[config.mk]
export PLATFORM = sky130hd
export DESIGN_NAME = nonpreemptive_job_scheduler_unit
export DESIGN_NICKNAME = d
export VERILOG_FILES = /design/src/sv/njs_pkg.sv /design/src/sv/nonpreemptive_job_scheduler_unit.sv
export SDC_FILE = /design/constraint.sdc
export NUM_CORES = 1
export LEC_CHECK = 0
export BUFFER_PORTS_ARGS = -buffer_cell sky130_fd_sc_hd__buf_4
export CAP_MARGIN = 40
export CORE_MARGIN = 2
export CORE_UTILIZATION = 50
export CTS_CLUSTER_DIAMETER = 100
export CTS_CLUSTER_SIZE = 30
export DETAILED_ROUTE_END_ITERATION = 10
export PLACE_DENSITY = 0.66
export SYNTH_ARGS = -nofsm -noshare
export SYNTH_HDL_FRONTEND = slang
export SYNTH_SLANG_ARGS = --single-unit
[constraint.sdc]
create_clock -name clk -period 14.72 [get_ports clk]
set_input_delay 4.416 -clock clk [delete_from_list [all_inputs] [get_ports clk]]
set_output_delay 4.416 -clock clk [all_outputs]
set_load 0.01 [all_outputs]
[src/sv/njs_pkg.sv]
// Package for the nonpreemptive job scheduler: widths, payload structs and state type.
`default_nettype none
package njs_pkg;

  localparam int FIELD_W      = 16;
  localparam int TIME_W       = 23;
  localparam int MAX_JOBS_DEF = 32;

  typedef struct packed {
    logic [FIELD_W-1:0] arrival_time;
    logic [FIELD_W-1:0] burst_time;
    logic               last_job;
  } njs_in_t;

  typedef struct packed {
    logic [FIELD_W-1:0] job_arrival;
    logic [FIELD_W-1:0] job_burst;
    logic [TIME_W-1:0]  completion_time;
    logic [TIME_W-1:0]  turnaround_time;
    logic [TIME_W-1:0]  waiting_time;
    logic               last_result;
  } njs_out_t;

  typedef struct packed {
    logic [FIELD_W-1:0] arrival;
    logic [FIELD_W-1:0] burst;
  } njs_job_t;

  typedef enum logic [1:0] {
    ST_IDLE,
    ST_SCAN,
    ST_EMIT
  } njs_state_t;

endpackage
`default_nettype wire

[src/sv/nonpreemptive_job_scheduler_unit.sv]
// Top level of the nonpreemptive FCFS / SJF job scheduler.
// Loading: one job per cycle; busy stays low, a transaction is taken every cycle.
// Run (job flagged last): per result, a scan of the n stored jobs through the job memory
// read port in the SCAN state, then a selection in the EMIT state; n results per run.
// Each result strobes out_valid in the cycle after its selection; the receiver cannot stall.
// Reset (rst_n low, synchronous): idle, store empty, policy SJF; job memory not cleared.
`default_nettype none
module nonpreemptive_job_scheduler_unit #(
  parameter int MAX_JOBS = njs_pkg::MAX_JOBS_DEF
) (
  input  wire logic              clk,
  input  wire logic              rst_n,
  input  wire logic              start,
  output logic                   busy,
  input  wire njs_pkg::njs_in_t  in_data,
  output logic                   out_valid,
  output njs_pkg::njs_out_t      out_data,
  input  wire logic              cfg_valid,
  output logic                   cfg_ready,
  input  wire logic              cfg_policy_mode
);

  import njs_pkg::*;

  // Index width covers the memory depth; count width can also hold MAX_JOBS itself.
  localparam int IDX_W = (MAX_JOBS > 1) ? $clog2(MAX_JOBS) : 1;
  localparam int CNT_W = $clog2(MAX_JOBS + 1);
  localparam logic [CNT_W-1:0] MAX_CNT = CNT_W'(MAX_JOBS);

  // Scheduling order: true when job x (loaded earlier) goes before job y.
  function automatic logic goes_first(
    input logic [FIELD_W-1:0] ax,
    input logic [FIELD_W-1:0] bx,
    input logic [FIELD_W-1:0] ay,
    input logic [FIELD_W-1:0] by,
    input logic [TIME_W-1:0]  now,
    input logic               sjf
  );
    logic inx;
    logic iny;
    logic res;
    inx = (TIME_W'(ax) <= now);
    iny = (TIME_W'(ay) <= now);
    if (sjf && inx && iny) begin
      if (bx != by) res = (bx < by);
      else          res = (ax <= ay);
    end else if (sjf && (inx != iny)) begin
      res = inx;
    end else begin
      if (ax != ay) res = (ax < ay);
      else          res = (bx <= by);
    end
    return res;
  endfunction

  // Job memory: one write port for loading, one registered read port for scanning.
  njs_job_t mem [MAX_JOBS];
  njs_job_t rd_data_r;

  njs_state_t           state_r, state_nxt;
  logic                 mode_r;
  logic [CNT_W-1:0]     count_r;
  logic [CNT_W-1:0]     issue_idx_r;
  logic [CNT_W-1:0]     emit_cnt_r;
  logic                 rd_vld_r;
  logic [IDX_W-1:0]     rd_tag_r;
  logic [MAX_JOBS-1:0]  done_r;
  logic [TIME_W-1:0]    clock_r;
  logic                 have_best_r;
  logic [IDX_W-1:0]     best_idx_r;
  logic [FIELD_W-1:0]   best_a_r;
  logic [FIELD_W-1:0]   best_b_r;
  logic                 out_valid_r;
  njs_out_t             out_data_r;

  logic accept;
  logic load_en;
  logic run_go;
  logic issue_en;
  logic scan_last;
  logic take;
  logic emit_last;

  logic [TIME_W-1:0] a_ext;
  logic [TIME_W-1:0] b_ext;
  logic [TIME_W-1:0] start_time;
  logic [TIME_W-1:0] finish_time;

  assign accept    = start && !busy;
  assign cfg_ready = 1'b1;
  assign out_valid = out_valid_r;
  assign out_data  = out_data_r;

  // Next state.
  always_comb begin
    state_nxt = state_r;
    unique case (state_r)
      ST_IDLE: if (run_go)    state_nxt = ST_SCAN;
      ST_SCAN: if (scan_last) state_nxt = ST_EMIT;
      ST_EMIT: state_nxt = emit_last ? ST_IDLE : ST_SCAN;
      default: state_nxt = ST_IDLE;
    endcase
  end

  // Control outputs.
  always_comb begin
    busy      = 1'b1;
    load_en   = 1'b0;
    run_go    = 1'b0;
    issue_en  = 1'b0;
    scan_last = 1'b0;
    unique case (state_r)
      ST_IDLE: begin
        busy    = 1'b0;
        load_en = accept && (count_r < MAX_CNT);
        run_go  = accept && in_data.last_job;
      end
      ST_SCAN: begin
        issue_en  = (issue_idx_r < count_r);
        scan_last = rd_vld_r && (CNT_W'(rd_tag_r) == count_r - CNT_W'(1));
      end
      ST_EMIT: ;
      default: ;
    endcase
  end

  // Compare the job just read against the best so far; skip scheduled jobs.
  assign take = rd_vld_r && !done_r[rd_tag_r] &&
                (!have_best_r ||
                 !goes_first(best_a_r, best_b_r, rd_data_r.arrival, rd_data_r.burst,
                             clock_r, mode_r));

  // Timing of the selected job: jump an idle clock forward, then add the burst.
  assign a_ext       = TIME_W'(best_a_r);
  assign b_ext       = TIME_W'(best_b_r);
  assign start_time  = (clock_r < a_ext) ? a_ext : clock_r;
  assign finish_time = start_time + b_ext;
  assign emit_last   = (emit_cnt_r + CNT_W'(1) == count_r);

  // Job memory write and registered read.
  always_ff @(posedge clk) begin
    if (load_en) begin
      mem[count_r[IDX_W-1:0]] <= '{arrival: in_data.arrival_time, burst: in_data.burst_time};
    end
    if (issue_en) begin
      rd_data_r <= mem[issue_idx_r[IDX_W-1:0]];
    end
  end

  // Control registers.
  always_ff @(posedge clk) begin
    if (!rst_n) begin
      state_r     <= ST_IDLE;
      mode_r      <= 1'b1;
      count_r     <= '0;
      issue_idx_r <= '0;
      emit_cnt_r  <= '0;
      rd_vld_r    <= 1'b0;
      done_r      <= '0;
      clock_r     <= '0;
      have_best_r <= 1'b0;
      out_valid_r <= 1'b0;
    end else begin
      state_r     <= state_nxt;
      rd_vld_r    <= issue_en;
      out_valid_r <= (state_r == ST_EMIT);
      if (cfg_valid && cfg_ready) mode_r <= cfg_policy_mode;
      if (load_en) count_r <= count_r + CNT_W'(1);
      if (run_go) begin
        // clear the done marks, the clock and the scan counters for the new run
        done_r      <= '0;
        clock_r     <= '0;
        emit_cnt_r  <= '0;
        issue_idx_r <= '0;
        have_best_r <= 1'b0;
      end
      if (issue_en) issue_idx_r <= issue_idx_r + CNT_W'(1);
      if (take) have_best_r <= 1'b1;
      if (state_r == ST_EMIT) begin
        done_r[best_idx_r] <= 1'b1;
        clock_r            <= finish_time;
        emit_cnt_r         <= emit_cnt_r + CNT_W'(1);
        issue_idx_r        <= '0;
        have_best_r        <= 1'b0;
        if (emit_last) count_r <= '0;
      end
    end
  end

  // Payload registers: best candidate and the result transaction.
  always_ff @(posedge clk) begin
    if (issue_en) rd_tag_r <= issue_idx_r[IDX_W-1:0];
    if (take) begin
      best_idx_r <= rd_tag_r;
      best_a_r   <= rd_data_r.arrival;
      best_b_r   <= rd_data_r.burst;
    end
    if (state_r == ST_EMIT) begin
      out_data_r.job_arrival     <= best_a_r;
      out_data_r.job_burst       <= best_b_r;
      out_data_r.completion_time <= finish_time;
      out_data_r.turnaround_time <= finish_time - a_ext;
      out_data_r.waiting_time    <= start_time - a_ext;
      out_data_r.last_result     <= emit_last;
    end
  end

endmodule
`default_nettype wire

-- Yosys cells after proc, flatten, opt, wreduce, memory -nomap -nowiden
Memories as Yosys holds them, arrays and structs flattened. A register that Yosys moved wholly into a read port is not among the register bits.
Index checks and enable logic that the tools add are counted.
- logic and storage cells: 104
- flip-flop bits (word level): 223
- bits in writable memories: 1024
- memories kept: 1
- bits of input ports: 38
- add/subtract/negate cells: 7
- reductions and logical operators: 20
- equal/unequal tests: 9
- mux-type cells: 33
- order comparisons: 12
- bitwise operators: 2
- memory list (memory ; words ; bits a word ; read ports ; clocked after memory_dff ; write ports ; line ; RTL):
    mem ; 32 ; 32 ; 1 ; 1 ; 1 ; nonpreemptive_job_scheduler_unit.sv:57 ; njs_job_t mem [MAX_JOBS];
- operators by type and width (operator ; number):
    $mux W32 ; 3
    $mux W23 ; 3
    $le A16 B23 Y1 ; 2
    $sub A23 B16 Y23 ; 2
    $mux W6 ; 6
    $le A16 B16 Y1 ; 2
    $lt A16 B16 Y1 ; 2
    $ne A16 B16 Y1 ; 2
    $or A32 B32 Y32 ; 1
    $add A23 B16 Y23 ; 1
    $lt A23 B16 Y1 ; 1
    $add A6 B1 Y6 const B ; 3
    $mux W1 ; 16
    $lt A5 B6 Y1 const B ; 2
    $logic_and A1 B1 Y1 ; 10
    $eq A5 B6 Y1 ; 1
    $eq A6 B6 Y1 ; 1
    $lt A6 B6 Y1 ; 1
    $lt A6 B6 Y1 const B ; 1
    $pmux W2 S3 ; 1
    $reduce_bool A2 Y1 ; 3
    $sub A6 B1 Y6 const B ; 1
    $bmux W1 S5 ; 1
    $demux W1 S5 ; 1
    other kinds (12) ; 16

-- Logic depth before layout (Yosys ltp)
Gate-level depths: netlist of run 1.
- depth in word-level cells: 9
- mapped depth: 27
- depth with buffers taken out: 27

-- Worst setup path before layout of run 1
No wires, ideal clock.
- path kind: in2reg
- from: input start
- to: memory mem[23][0] (netlist name), enable pin
- stages on the path: 4
- path buffers: 0
- required time: 14.259 ns
- setup time: 0.461 ns
- path slack: 7.007 ns
- arrival time: 7.252 ns
- cells stage by stage: nand2_1 -> nor2_1 -> nand3_1 -> nor3_1
- cells in the longest elaborated chain, start to end: 5
- RTL lines (element ; line ; RTL):
    from (decl) ; nonpreemptive_job_scheduler_unit.sv:13 ; input wire logic start,
    $logic_and A1 B1 Y1 ; nonpreemptive_job_scheduler_unit.sv:89 ; assign accept = start && !busy;
    $logic_and A1 B1 Y1 ; nonpreemptive_job_scheduler_unit.sv:115 ; load_en = accept && (count_r < MAX_CNT);
    $mux W1 ; nonpreemptive_job_scheduler_unit.sv:112 ; unique case (state_r)
    $mux W1 ; nonpreemptive_job_scheduler_unit.sv:142 ; if (load_en) begin
    $mux W1 (not written as such) ; nonpreemptive_job_scheduler_unit.sv:143 ; mem[count_r[IDX_W-1:0]] <= '{arrival: in_data.arrival_time, burst: in_data.burst_time};
    to (decl) ; nonpreemptive_job_scheduler_unit.sv:57 ;
Every way passes these cells.

-- Worst setup path after layout of run 1
- from: register clock_r[18]
- to: register out_data_r, in the netlist out_data[46], data pin
- cells in the longest elaborated chain, start to end: 4
- RTL lines (element ; line ; RTL):
    from (decl) ; nonpreemptive_job_scheduler_unit.sv:68 ; logic [TIME_W-1:0] clock_r;
    from (signal assigned) ; nonpreemptive_job_scheduler_unit.sv:181 ; clock_r <= finish_time;
    $lt A23 B16 Y1 ; nonpreemptive_job_scheduler_unit.sv:136 ; assign start_time = (clock_r < a_ext) ? a_ext : clock_r;
    $mux W23 ; nonpreemptive_job_scheduler_unit.sv:136 ;
    $add A23 B16 Y23 ; nonpreemptive_job_scheduler_unit.sv:137 ; assign finish_time = start_time + b_ext;
    net finish_time[11] ; nonpreemptive_job_scheduler_unit.sv:87 ; logic [TIME_W-1:0] finish_time;
    $sub A23 B16 Y23 ; nonpreemptive_job_scheduler_unit.sv:202 ; out_data_r.turnaround_time <= finish_time - a_ext;
    to (decl) ; nonpreemptive_job_scheduler_unit.sv:74 ; njs_out_t out_data_r;
The timed path passes the listed nets, and every way through them passes these cells.
A chain may end at the register's enable or synchronous reset.

==> reports/metrics.cfg, run 1 <==
[global_routing]
track_usage=0.220
grt_pass1_vias=26200
grt_max_degree=77
grt_overflow_total=0
grt_pass1_wl_um=173000
antenna_found_initial=6

[clock_network]
path_clk_slew_ns=0.11
cts_buffer_depth=3
hold_buffers=0
clock-root-buffer=clkbuf_16
cts_tree=yes
numCtsBuffers=50
cts_setup_buffers=0
clkSinkCount=1279
cts_resized=0
cts_max_level=2
clock_latency_ns=0.72

[floorplan]
dieArea_um2=107000
core_region_area_um2=103000
num_io_pins=143
floorplan.initialDensity=0.505
rows=118
die_y_um=327
fp.dieW_um=327

[placement]
hpwlAfterDp_um=70100
place.gp.congestion=0.870
dp_cells=4172
port_buffers=141

[synthesis]
ys_ff_latch=1279
synth_commonest_cells=1200 x edfxtp_1, 330 x mux4_2, 124 x ha_1
synth_area_um2=52200
yosysMostFrequentCell=edfxtp_1
synth.largest_area_cell=edfxtp_1
yosysUniqueCellTypes=76
yosysTopAreaCellShare=0.690
synth.area.top_cells=edfxtp_1 69%, mux4_2 14%, dfxtp_1 3.0%
synth_cells=2698
synth_fp_nets=2863
async_flop_share=0
ys_warn_count=0
synth_edf_count=1200
syn_avg_cell_area_um2=19.4
yosysSeqAreaShare=0.720
yosys_most_used_dff=edfxtp_1

[min_path]
hold_start=rd_data_r[1]
min_path_type=flip-flop to flip-flop

[timing]
finClkSkew_ns=0.0552
fin_crit_sh=0.463
hold-worst-slack_ns=0.459
rsz0062_at_grt=false
period_needed_ns=6.82
max_freq_mhz=147
hold_viol_final=0
tightest_slew_ns=0.940
finalSetupViolCount=0
tns_ns=0
slew_violations=0
relSlewSlack=0.373

[drt]
drcViolationCount=0
avgViaCountPerCell=6.11
wirelength_um=117000
vias=25900
wire_per_inst_um=27.5
drt_iter0_markers=2595
first_pass_iters=5
drtAntennaViolNets=0

[run]
maxCapViolCount=0

[layout]
nets=3009
fin_util=0.550
drive_above_1_share=0.239
area_growth_pct=8.98
nFillCells=7739
layoutNonFillerInstCount=4246

[power]
p_leak_uw=0.0179
power_density_nw_per_um2=108
vdd_drop_max_v=0.000105

[setup_path]
start_kind=flip-flop
worst-path-max-fanout=26
required_ns=15.17
cp.arrival_ns=7.27
crit_family=simple AND/OR/NAND/NOR gates
r2r_start=clock_r[18]
slowest_stage=or4_4
worstPathCellList=nor4_1 > nand2_1 > or2_1 > or4_4 > o21ai_2 > buf_4 > nor2_1 > a21o_1 > ha_1 > a211oi_1 > o21bai_1 > or3_1 > a41oi_1 > xnor2_1 > ha_1 > and2_1 > a221o_1 > nor3_1 > o21ai_0 > a32oi_1 > or3b_4 > nor4_4 > xnor2_1
endpoint_kind=flip-flop
crit_buf_inv=1
slowest_delay_ns=0.56
crit_start=clock_r[18]
crit_type=flip-flop to flip-flop

[outcome]
status=complete, no violations

[worst paths after layout]
check / slack (ns) / cells after the start / end
max: 7.90 / 23 / out_data[46]
min: 0.46 / 0 / best_b_r[1]
min reg2reg: 0.46 / 0 / best_b_r[1]
max reg2reg: 7.90 / 23 / out_data[46]
[cell type report]
class | count | area (µm²) | area share
clock inverter | 10 | 139 | 0.00244
sequential | 1279 | 37600 | 0.661
multi-input combinational | 1203 | 14000 | 0.246
timing repair buffer | 203 | 1690 | 0.0297
antenna | 2 | 5.00 | 0.0000879
clock buffer | 62 | 1300 | 0.0228
tap | 1380 | 1730 | 0.0303
inverter | 107 | 404 | 0.00710
[cell families after synthesis]
family | count (synthesis) | synth area share
xor+xnor | 75 | 0.0129
buf+inv | 216 | 0.0162
simple gates | 354 | 0.0341
compound gates | 279 | 0.0355
fa+ha+maj | 127 | 0.0309
flops | 1279 | 0.720
mux | 367 | 0.150
other cells | 1 | 0.0000718
[cell usage in the layout (no fill, tap or decap), types with 10 or more instances in the layout]
cell | synthesis | layout
mux2_2 | 33 | 33
o21a_1 | 11 | 11
nor2_4 | 0 | 29
nand4_1 | 14 | 14
dfxtp_1 | 79 | 74
nor2_1 | 86 | 57
nand2_1 | 83 | 83
xor2_1 | 23 | 23
clkbuf_16 | 0 | 50
o21ai_0 | 69 | 69
buf_4 | 1 | 192
a22oi_1 | 32 | 32
a21oi_1 | 55 | 54
mux4_2 | 330 | 330
inv_1 | 107 | 106
clkbuf_1 | 72 | 12
edfxtp_1 | 1200 | 1200
xnor2_1 | 50 | 50
nor2b_1 | 44 | 44
a21boi_0 | 10 | 10
and2_1 | 13 | 13
ha_1 | 124 | 124
nor3_1 | 19 | 16
a21o_1 | 26 | 26
nand3_1 | 38 | 38
[state kept, by name, indices dropped and copies added, names as in the netlist, 2 cells and up]
| register | flops |
|---|---|
| count_r | 6 |
| best_a_r | 16 |
| best_b_r | 16 |
| best_idx_r | 5 |
| clock_r | 23 |
| rd_tag_r | 5 |
| out_data | 102 |
| state_r | 2 |
| done_r | 32 |
| issue_idx_r | 6 |
| rd_data_r | 32 |
| emit_cnt_r | 6 |
| mem | 1024 |
[power breakdown]
| group | switching [µW] | internal, µW | leakage (µW) |
|---|---|---|---|
| sequential | 19.6 | 4000 | 0.0115 |
| clock | 1070 | 647 | 0.000695 |
| combinational | 216 | 164 | 0.00575 |
[layer usage]
layer  share of wire  GRT usage  wire length [µm]
met5               0          0                 0
met3           0.054     0.0257              6350
met4           0.024     0.0544              2770
met2            0.50      0.368             58500
met1            0.42      0.312             49400
[metrics by stage]
stage                     area, µm²  power, µW  setup WS (ns)
final                         56900       6120           7.90
after global routing          56900       6330           7.39
after CTS                     56900       6170           7.90
after detailed placement      55500       4490           7.45
after global placement        55200       4470           7.59
after floorplan               52200       4340           7.01
[worst register-to-register path, cell delays in order (launching register included)]
cell and delay [ns]:
dfxtp_1 0.42, nor4_1 0.33, nand2_1 0.11, or2_1 0.27, or4_4 0.56, o21ai_2 0.27, buf_4 0.32, nor2_1 0.07
a21o_1 0.21, ha_1 0.31, a211oi_1 0.25, o21bai_1 0.17, or3_1 0.43, a41oi_1 0.28, xnor2_1 0.23, ha_1 0.35
and2_1 0.19, a221o_1 0.34, nor3_1 0.15, o21ai_0 0.14, a32oi_1 0.37, or3b_4 0.45, nor4_4 0.23, xnor2_1 0.09
(Power assumes the default switching activity.)
==> run 2, diff against run 1 <==
Settings changed: PLACE_DENSITY 0.66 to 0.69.
Clock period 14.72 ns to 6.25 ns, I/O delays scaled along.
==> run 2 against run 1 <==
Routed wire length increased by 3.6%; clock power increased by 140%; first-iteration DRC count rose by 16%; via count rose by 1.4%; non-clock buffer count is 36 higher; critical path type unchanged; fmax rose by 15%; critical endpoint unchanged.
==> reports/metrics.cfg, run 2 (same netlist as run 1, synthesis figures left out) <==
[drt]
vias=26300  ; was 25900
avgViaCountPerCell=6.14  ; was 6.11
wirelength_um=121000  ; was 117000 µm
drtAntennaViolNets=0  ; unchanged
first_pass_iters=5  ; unchanged
wire_per_inst_um=28.3  ; was 27.5 µm
drt_iter0_markers=3019  ; was 2595
drcViolationCount=0  ; unchanged

[layout]
design_area_um2=57400  ; was 56900 µm²
largest_reg_flops=1024  ; unchanged
diodes=0  ; was 2
nets=3045  ; was 3009
final_cell_mix=1200 x edfxtp_1, 330 x mux4_2, 217 x buf_4  ; was 1200 x edfxtp_1, 330 x mux4_2, 192 x buf_4
nFillCells=7720  ; was 7739
drive_above_1_share=0.255  ; was 0.239
multi_input_area_um2=14100  ; was 14000 µm²
layout_commonest_cell=edfxtp_1  ; unchanged
area_growth_pct=9.88  ; was 8.98%
seq_area_um2=37600  ; unchanged

[timing]
relSlewSlack=0.337  ; was 0.373
finClkSkew_ns=0.0456  ; was 0.0552 ns
finalSetupViolCount=0  ; unchanged
tns_ns=0  ; unchanged
slew_violations=0  ; unchanged
fin_crit_sh=0.947  ; was 0.463
rsz0062_at_grt=false  ; unchanged
hold_viol_final=0  ; unchanged
max_freq_mhz=169  ; was 147 MHz
period_needed_ns=5.92  ; was 6.82 ns
tightest_slew_ns=0.994  ; was 0.940 ns

[global_routing]
grt_pass1_vias=26300  ; was 26200
track_usage=0.226  ; was 0.220
use_met1=0.322  ; was 0.312
top_usage_layer=met2  ; unchanged
grt_util_met2=0.378  ; was 0.368
met3_usage=0.0309  ; was 0.0257
antenna_found_initial=3  ; was 6
grt_pass1_wl_um=177000  ; was 173000 µm
grt_max_degree=132  ; was 77
grt_overflow_total=0  ; unchanged

[setup_path]
crit_type=flip-flop to flip-flop  ; unchanged
worst-path-max-fanout=6  ; was 26
required_ns=6.70  ; was 15.17 ns
rr_worst_depth=22  ; was 23
endpoint_kind=flip-flop  ; unchanged
start_kind=flip-flop  ; unchanged
cp.arrival_ns=6.37  ; was 7.27 ns
r2r_start=clock_r[18]  ; unchanged
r2r-end=out_data[46]  ; unchanged
rrSetupSlack_ns=0.33  ; was 7.90 ns

[clock_network]
clock-root-buffer=clkbuf_16  ; unchanged
clock_latency_ns=0.70  ; was 0.72 ns
numCtsBuffers=50  ; unchanged
clkSinkCount=1279  ; unchanged
cts_tree=yes  ; unchanged
cts_max_level=2  ; unchanged
path_clk_slew_ns=0.12  ; was 0.11 ns
cts_buffer_depth=3  ; unchanged
hold_buffers=0  ; unchanged

[floorplan]
fp.dieW_um=327  ; unchanged
floorplan.initialDensity=0.505  ; unchanged
num_io_pins=143  ; unchanged
dieArea_um2=107000  ; unchanged
die_y_um=327  ; unchanged
core_region_area_um2=103000  ; unchanged
rows=118  ; unchanged

[min_path]
min_path_type=flip-flop to flip-flop  ; unchanged
whs_path_depth=0  ; unchanged
holdPathEnd=best_b_r[11]  ; was best_b_r[1]
hold_start=rd_data_r[11]  ; was rd_data_r[1]

[power]
vdd_drop_max_v=0.000235  ; was 0.000105 V
p_leak_uw=0.0181  ; was 0.0179 µW
power_uw=14500  ; was 6120 µW
power_density_nw_per_um2=252  ; was 108 nW/µm²

[outcome]
status=complete, no violations  ; unchanged

[placement]
hpwlAfterDp_um=73800  ; was 70100 µm
place_area_um2=55800  ; was 55500 µm²
place.gp.congestion=0.888  ; was 0.870
port_buffers=141  ; unchanged

[run]
maxCapViolCount=0  ; unchanged

[run 2: changes by cell type in the layout (fill, tap and decap cells not counted), moves of 3 or more]
cell / change
buf_12: +15
buf_16: -5
buf_4: +25
clkinvlp_4: +3
o21ai_0: -4
o21ai_1: +3
[run 2: layout make-up]
class,instances,share of cell area
Multi-Input combinational cell,1203,0.246
Inverter,107,0.00704
Clock inverter,8,0.00170
Sequential cell,1279,0.656
Timing Repair Buffer,239,0.0358
Tap cell,1380,0.0301
Clock buffer,65,0.0234
[run 2: how the worst max path moves through the flow]
| stage | startpoint | endpoint | slack [ns] | depth (start not counted) |
|---|---|---|---|---|
| 2_1_floorplan | clock_r[18] | out_data[46] | 0.42 | 25 |
| 3_3_place_gp | clock_r[18] | out_data[46] | 0.11 | 22 |
| 3_5_place_dp | clock_r[18] | out_data[46] | 0.06 | 22 |
| 4_1_cts | clock_r[18] | out_data[46] | 0.02 | 22 |
| 5_1_grt | clock_r[18] | out_data[46] | 0.009 | 22 |
| 6_report | clock_r[18] | out_data[46] | 0.33 | 22 |
[run 2: power by group]
part | switching (µW) | leakage [µW] | internal, µW
Sequential | 37.7 | 0.0115 | 9430
Combinational | 519 | 0.00598 | 397
Clock | 2520 | 0.000689 | 1550
[run 2: critical path, cell delays in order, from the launching register on]
cell and delay, ns:
dfxtp_1 0.34, nor4_2 0.28, nand2_1 0.11, or2_4 0.26, or4_4 0.56, o21ai_4 0.24, buf_4 0.18, a21o_1 0.14
ha_1 0.26, a211oi_2 0.25, o21bai_2 0.13, or3_1 0.44, a41oi_2 0.23, xnor2_2 0.16, ha_1 0.27, and2_1 0.16
a221o_1 0.34, nor3_1 0.18, o21ai_1 0.11, a32oi_1 0.25, or3b_4 0.43, nor4_4 0.23, xnor2_1 0.08
[run 2: through the flow]
step | hold WS, ns | utilization | cells | setup WS (ns)
final | 0.468 | 0.555 | 4281 | 0.334
after global routing | 0.491 | 0.555 | 4281 | 0.00917
after detailed placement | 0.439 | 0.540 | 4207 | 0.0550
after floorplan | 0.424 | - | 2698 | 0.421
after CTS | 0.468 | 0.553 | 4280 | 0.0155
after global placement | 0.437 | 0.538 | 4198 | 0.105
[run 2: per-layer routing]
metal	part of all wire	up-vias
li1	-	11200
met1	0.42	14000
met2	0.50	927
met3	0.066	117
met4	0.020	6
met5	0.00030	-
[run 2: timing repair]
| item | 4_1_cts | 5_1_grt |
|---|---|---|
| gates resized for setup | 0 | 22 |
| endpoints found under the hold margin | 0 | 0 |
| endpoints found under the setup margin | 0 | 7 |
| buffers inserted | 0 | 1 |
==> run 3, diff against run 2 <==
Settings changed: REMOVE_ABC_BUFFERS set to 1.
==> run 3 against run 2 <==
Routed wire length is 1.1% higher; sequential power is essentially flat; non-clock buffer count grew 24; worst setup slack worse by 0.046 ns; utilization rose by 0.19 points; flip-flop and latch count did not move; sequential share of layout area fell by 0.22 points; highest routed layer unchanged.
==> reports/metrics.cfg, run 3 (same netlist as run 1, synthesis figures left out) <==
[global_routing]
track_usage=0.230  ; was 0.226
grt_pass1_vias=26500  ; was 26300
grt_overflow_total=0  ; unchanged
antenna_found_initial=8  ; was 3
grt_max_degree=107  ; was 132
grt_pass1_wl_um=180000  ; was 177000 µm

[clock_network]
numCtsBuffers=51  ; was 50
hold_buffers=0  ; unchanged
path_clk_slew_ns=0.12  ; about the same
cts_tree=yes  ; unchanged
clock_latency_ns=0.69  ; was 0.70 ns
clkSinkCount=1279  ; unchanged
cts_buffer_depth=3  ; unchanged
clock-root-buffer=clkbuf_16  ; unchanged
cts_max_level=2  ; unchanged

[timing]
finalSetupViolCount=0  ; unchanged
tightest_slew_ns=0.967  ; was 0.994 ns
hold_viol_final=0  ; unchanged
finClkSkew_ns=0.0407  ; was 0.0456 ns
slew_violations=0  ; unchanged
max_freq_mhz=168  ; was 169 MHz
fin_crit_sh=0.954  ; was 0.947
relSlewSlack=0.355  ; was 0.337
hold-worst-slack_ns=0.450  ; was 0.468 ns
period_needed_ns=5.96  ; was 5.92 ns

[placement]
hpwlAfterDp_um=71800  ; was 73800 µm
dp_cells=4229  ; was 4207
place.gp.congestion=0.920  ; was 0.888
port_buffers=141  ; unchanged

[setup_path]
crit_type=flip-flop to flip-flop  ; unchanged
required_ns=6.70  ; about the same
endpoint_kind=flip-flop  ; unchanged
worst-path-max-fanout=15  ; was 6
cp.arrival_ns=6.41  ; was 6.37 ns
r2r_start=clock_r[18]  ; unchanged
crit_start=clock_r[18]  ; unchanged
start_kind=flip-flop  ; unchanged

[layout]
area_growth_pct=10.3  ; was 9.88%
layout_commonest_cell=edfxtp_1  ; unchanged
nFillCells=7656  ; was 7720
final_cell_mix=1200 x edfxtp_1, 330 x mux4_2, 249 x buf_4  ; was 1200 x edfxtp_1, 330 x mux4_2, 217 x buf_4
nets=3070  ; was 3045
layoutNonFillerInstCount=4308  ; was 4281
largest_reg_flops=1024  ; unchanged
drive_above_1_share=0.261  ; was 0.255

[floorplan]
num_io_pins=143  ; unchanged
floorplan.initialDensity=0.505  ; unchanged
die_y_um=327  ; unchanged
fp.dieW_um=327  ; unchanged
rows=118  ; unchanged
core_region_area_um2=103000  ; unchanged
dieArea_um2=107000  ; unchanged

[drt]
first_pass_iters=5  ; unchanged
drtAntennaViolNets=0  ; unchanged
wirelength_um=123000  ; was 121000 µm
drcViolationCount=0  ; unchanged
drt_iter0_markers=3145  ; was 3019
avgViaCountPerCell=6.18  ; was 6.14
wire_per_inst_um=28.4  ; was 28.3 µm
vias=26600  ; was 26300

[min_path]
hold_start=rd_data_r[1]  ; was rd_data_r[11]
min_path_type=flip-flop to flip-flop  ; unchanged

[run]
maxCapViolCount=0  ; unchanged

[power]
power_density_nw_per_um2=252  ; about the same
p_leak_uw=0.0183  ; was 0.0181 µW
vdd_drop_max_v=0.000228  ; was 0.000235 V
power_uw=14500  ; about the same

[outcome]
status=complete, no violations  ; unchanged

## run 3: per-stage QoR
step	utilization	TNS, ns	cell area, µm²	worst slack (ns)
floorplan	-	-456.74	51800	-6.19
global placement	0.539	0	55800	0.0686
detailed placement	0.540	-0.00685	55900	-0.00685
CTS	0.555	0	57400	0.0444
global route	0.556	-0.0000444	57600	-0.0000444
finish	0.556	0	57600	0.287
## run 3: worst paths after layout
check,depth (start not counted),slack [ns],to
hold reg to reg,0,0.45,best_b_r[1]
hold / removal,0,0.45,best_b_r[1]
setup / recovery,24,0.29,out_data[46]
setup reg to reg,24,0.29,out_data[46]
## run 3: power by group
part	total [µW]	internal, µW	switching (µW)	leakage [µW]
sequential	9470	9430	38.7	0.0115
combinational	913	401	512	0.00609
clock	4130	1580	2550	0.000727
total	14500	11400	3100	0.0183
## run 3: layout make-up
cell class | instances | area [µm²] | share of cell area
timing repair buffer | 263 | 2170 | 0.0377
sequential | 1279 | 37600 | 0.653
tap | 1380 | 1730 | 0.0300
antenna | 2 | 5.00 | 0.0000869
clock inverter | 10 | 174 | 0.00302
multi-input combinational | 1203 | 14100 | 0.245
clock buffer | 64 | 1350 | 0.0234
inverter | 107 | 404 | 0.00702
## run 3: worst max-delay path: stages, from the launching register on
cell and delay [ns]:
dfxtp_1 0.36, nor4_4 0.31, nand2_1 0.10, or2_1 0.26, or4_4 0.59, o21ai_4 0.26
buf_6 0.18, buf_6 0.15, nand2_1 0.06, o21ai_0 0.13, ha_1 0.30, and3_1 0.22
and3_1 0.20, o311ai_2 0.10, a31oi_1 0.20, o21a_1 0.21, o21a_1 0.17, or3_1 0.32
and2_1 0.18, ha_1 0.29, and2_1 0.16, a32oi_1 0.21, or3b_4 0.43, nor4_4 0.23
xnor2_1 0.08
## run 3: timing repair
action	4_1_cts	5_1_grt
pin swaps	0	6
setup endpoints to repair	1	5
setup buffers	0	2
gates resized for setup	1	20
## run 3: metal layers
| metal | GRT usage | vias to the layer above | wire (µm) |
|---|---|---|---|
| met2 | 0.378 | 1062 | 60200 |
| met3 | 0.0254 | 155 | 8670 |
| met5 | 0 | - | 58 |
| li1 | - | 11300 | - |
| met1 | 0.334 | 14100 | 50900 |
| met4 | 0.0554 | 10 | 2720 |
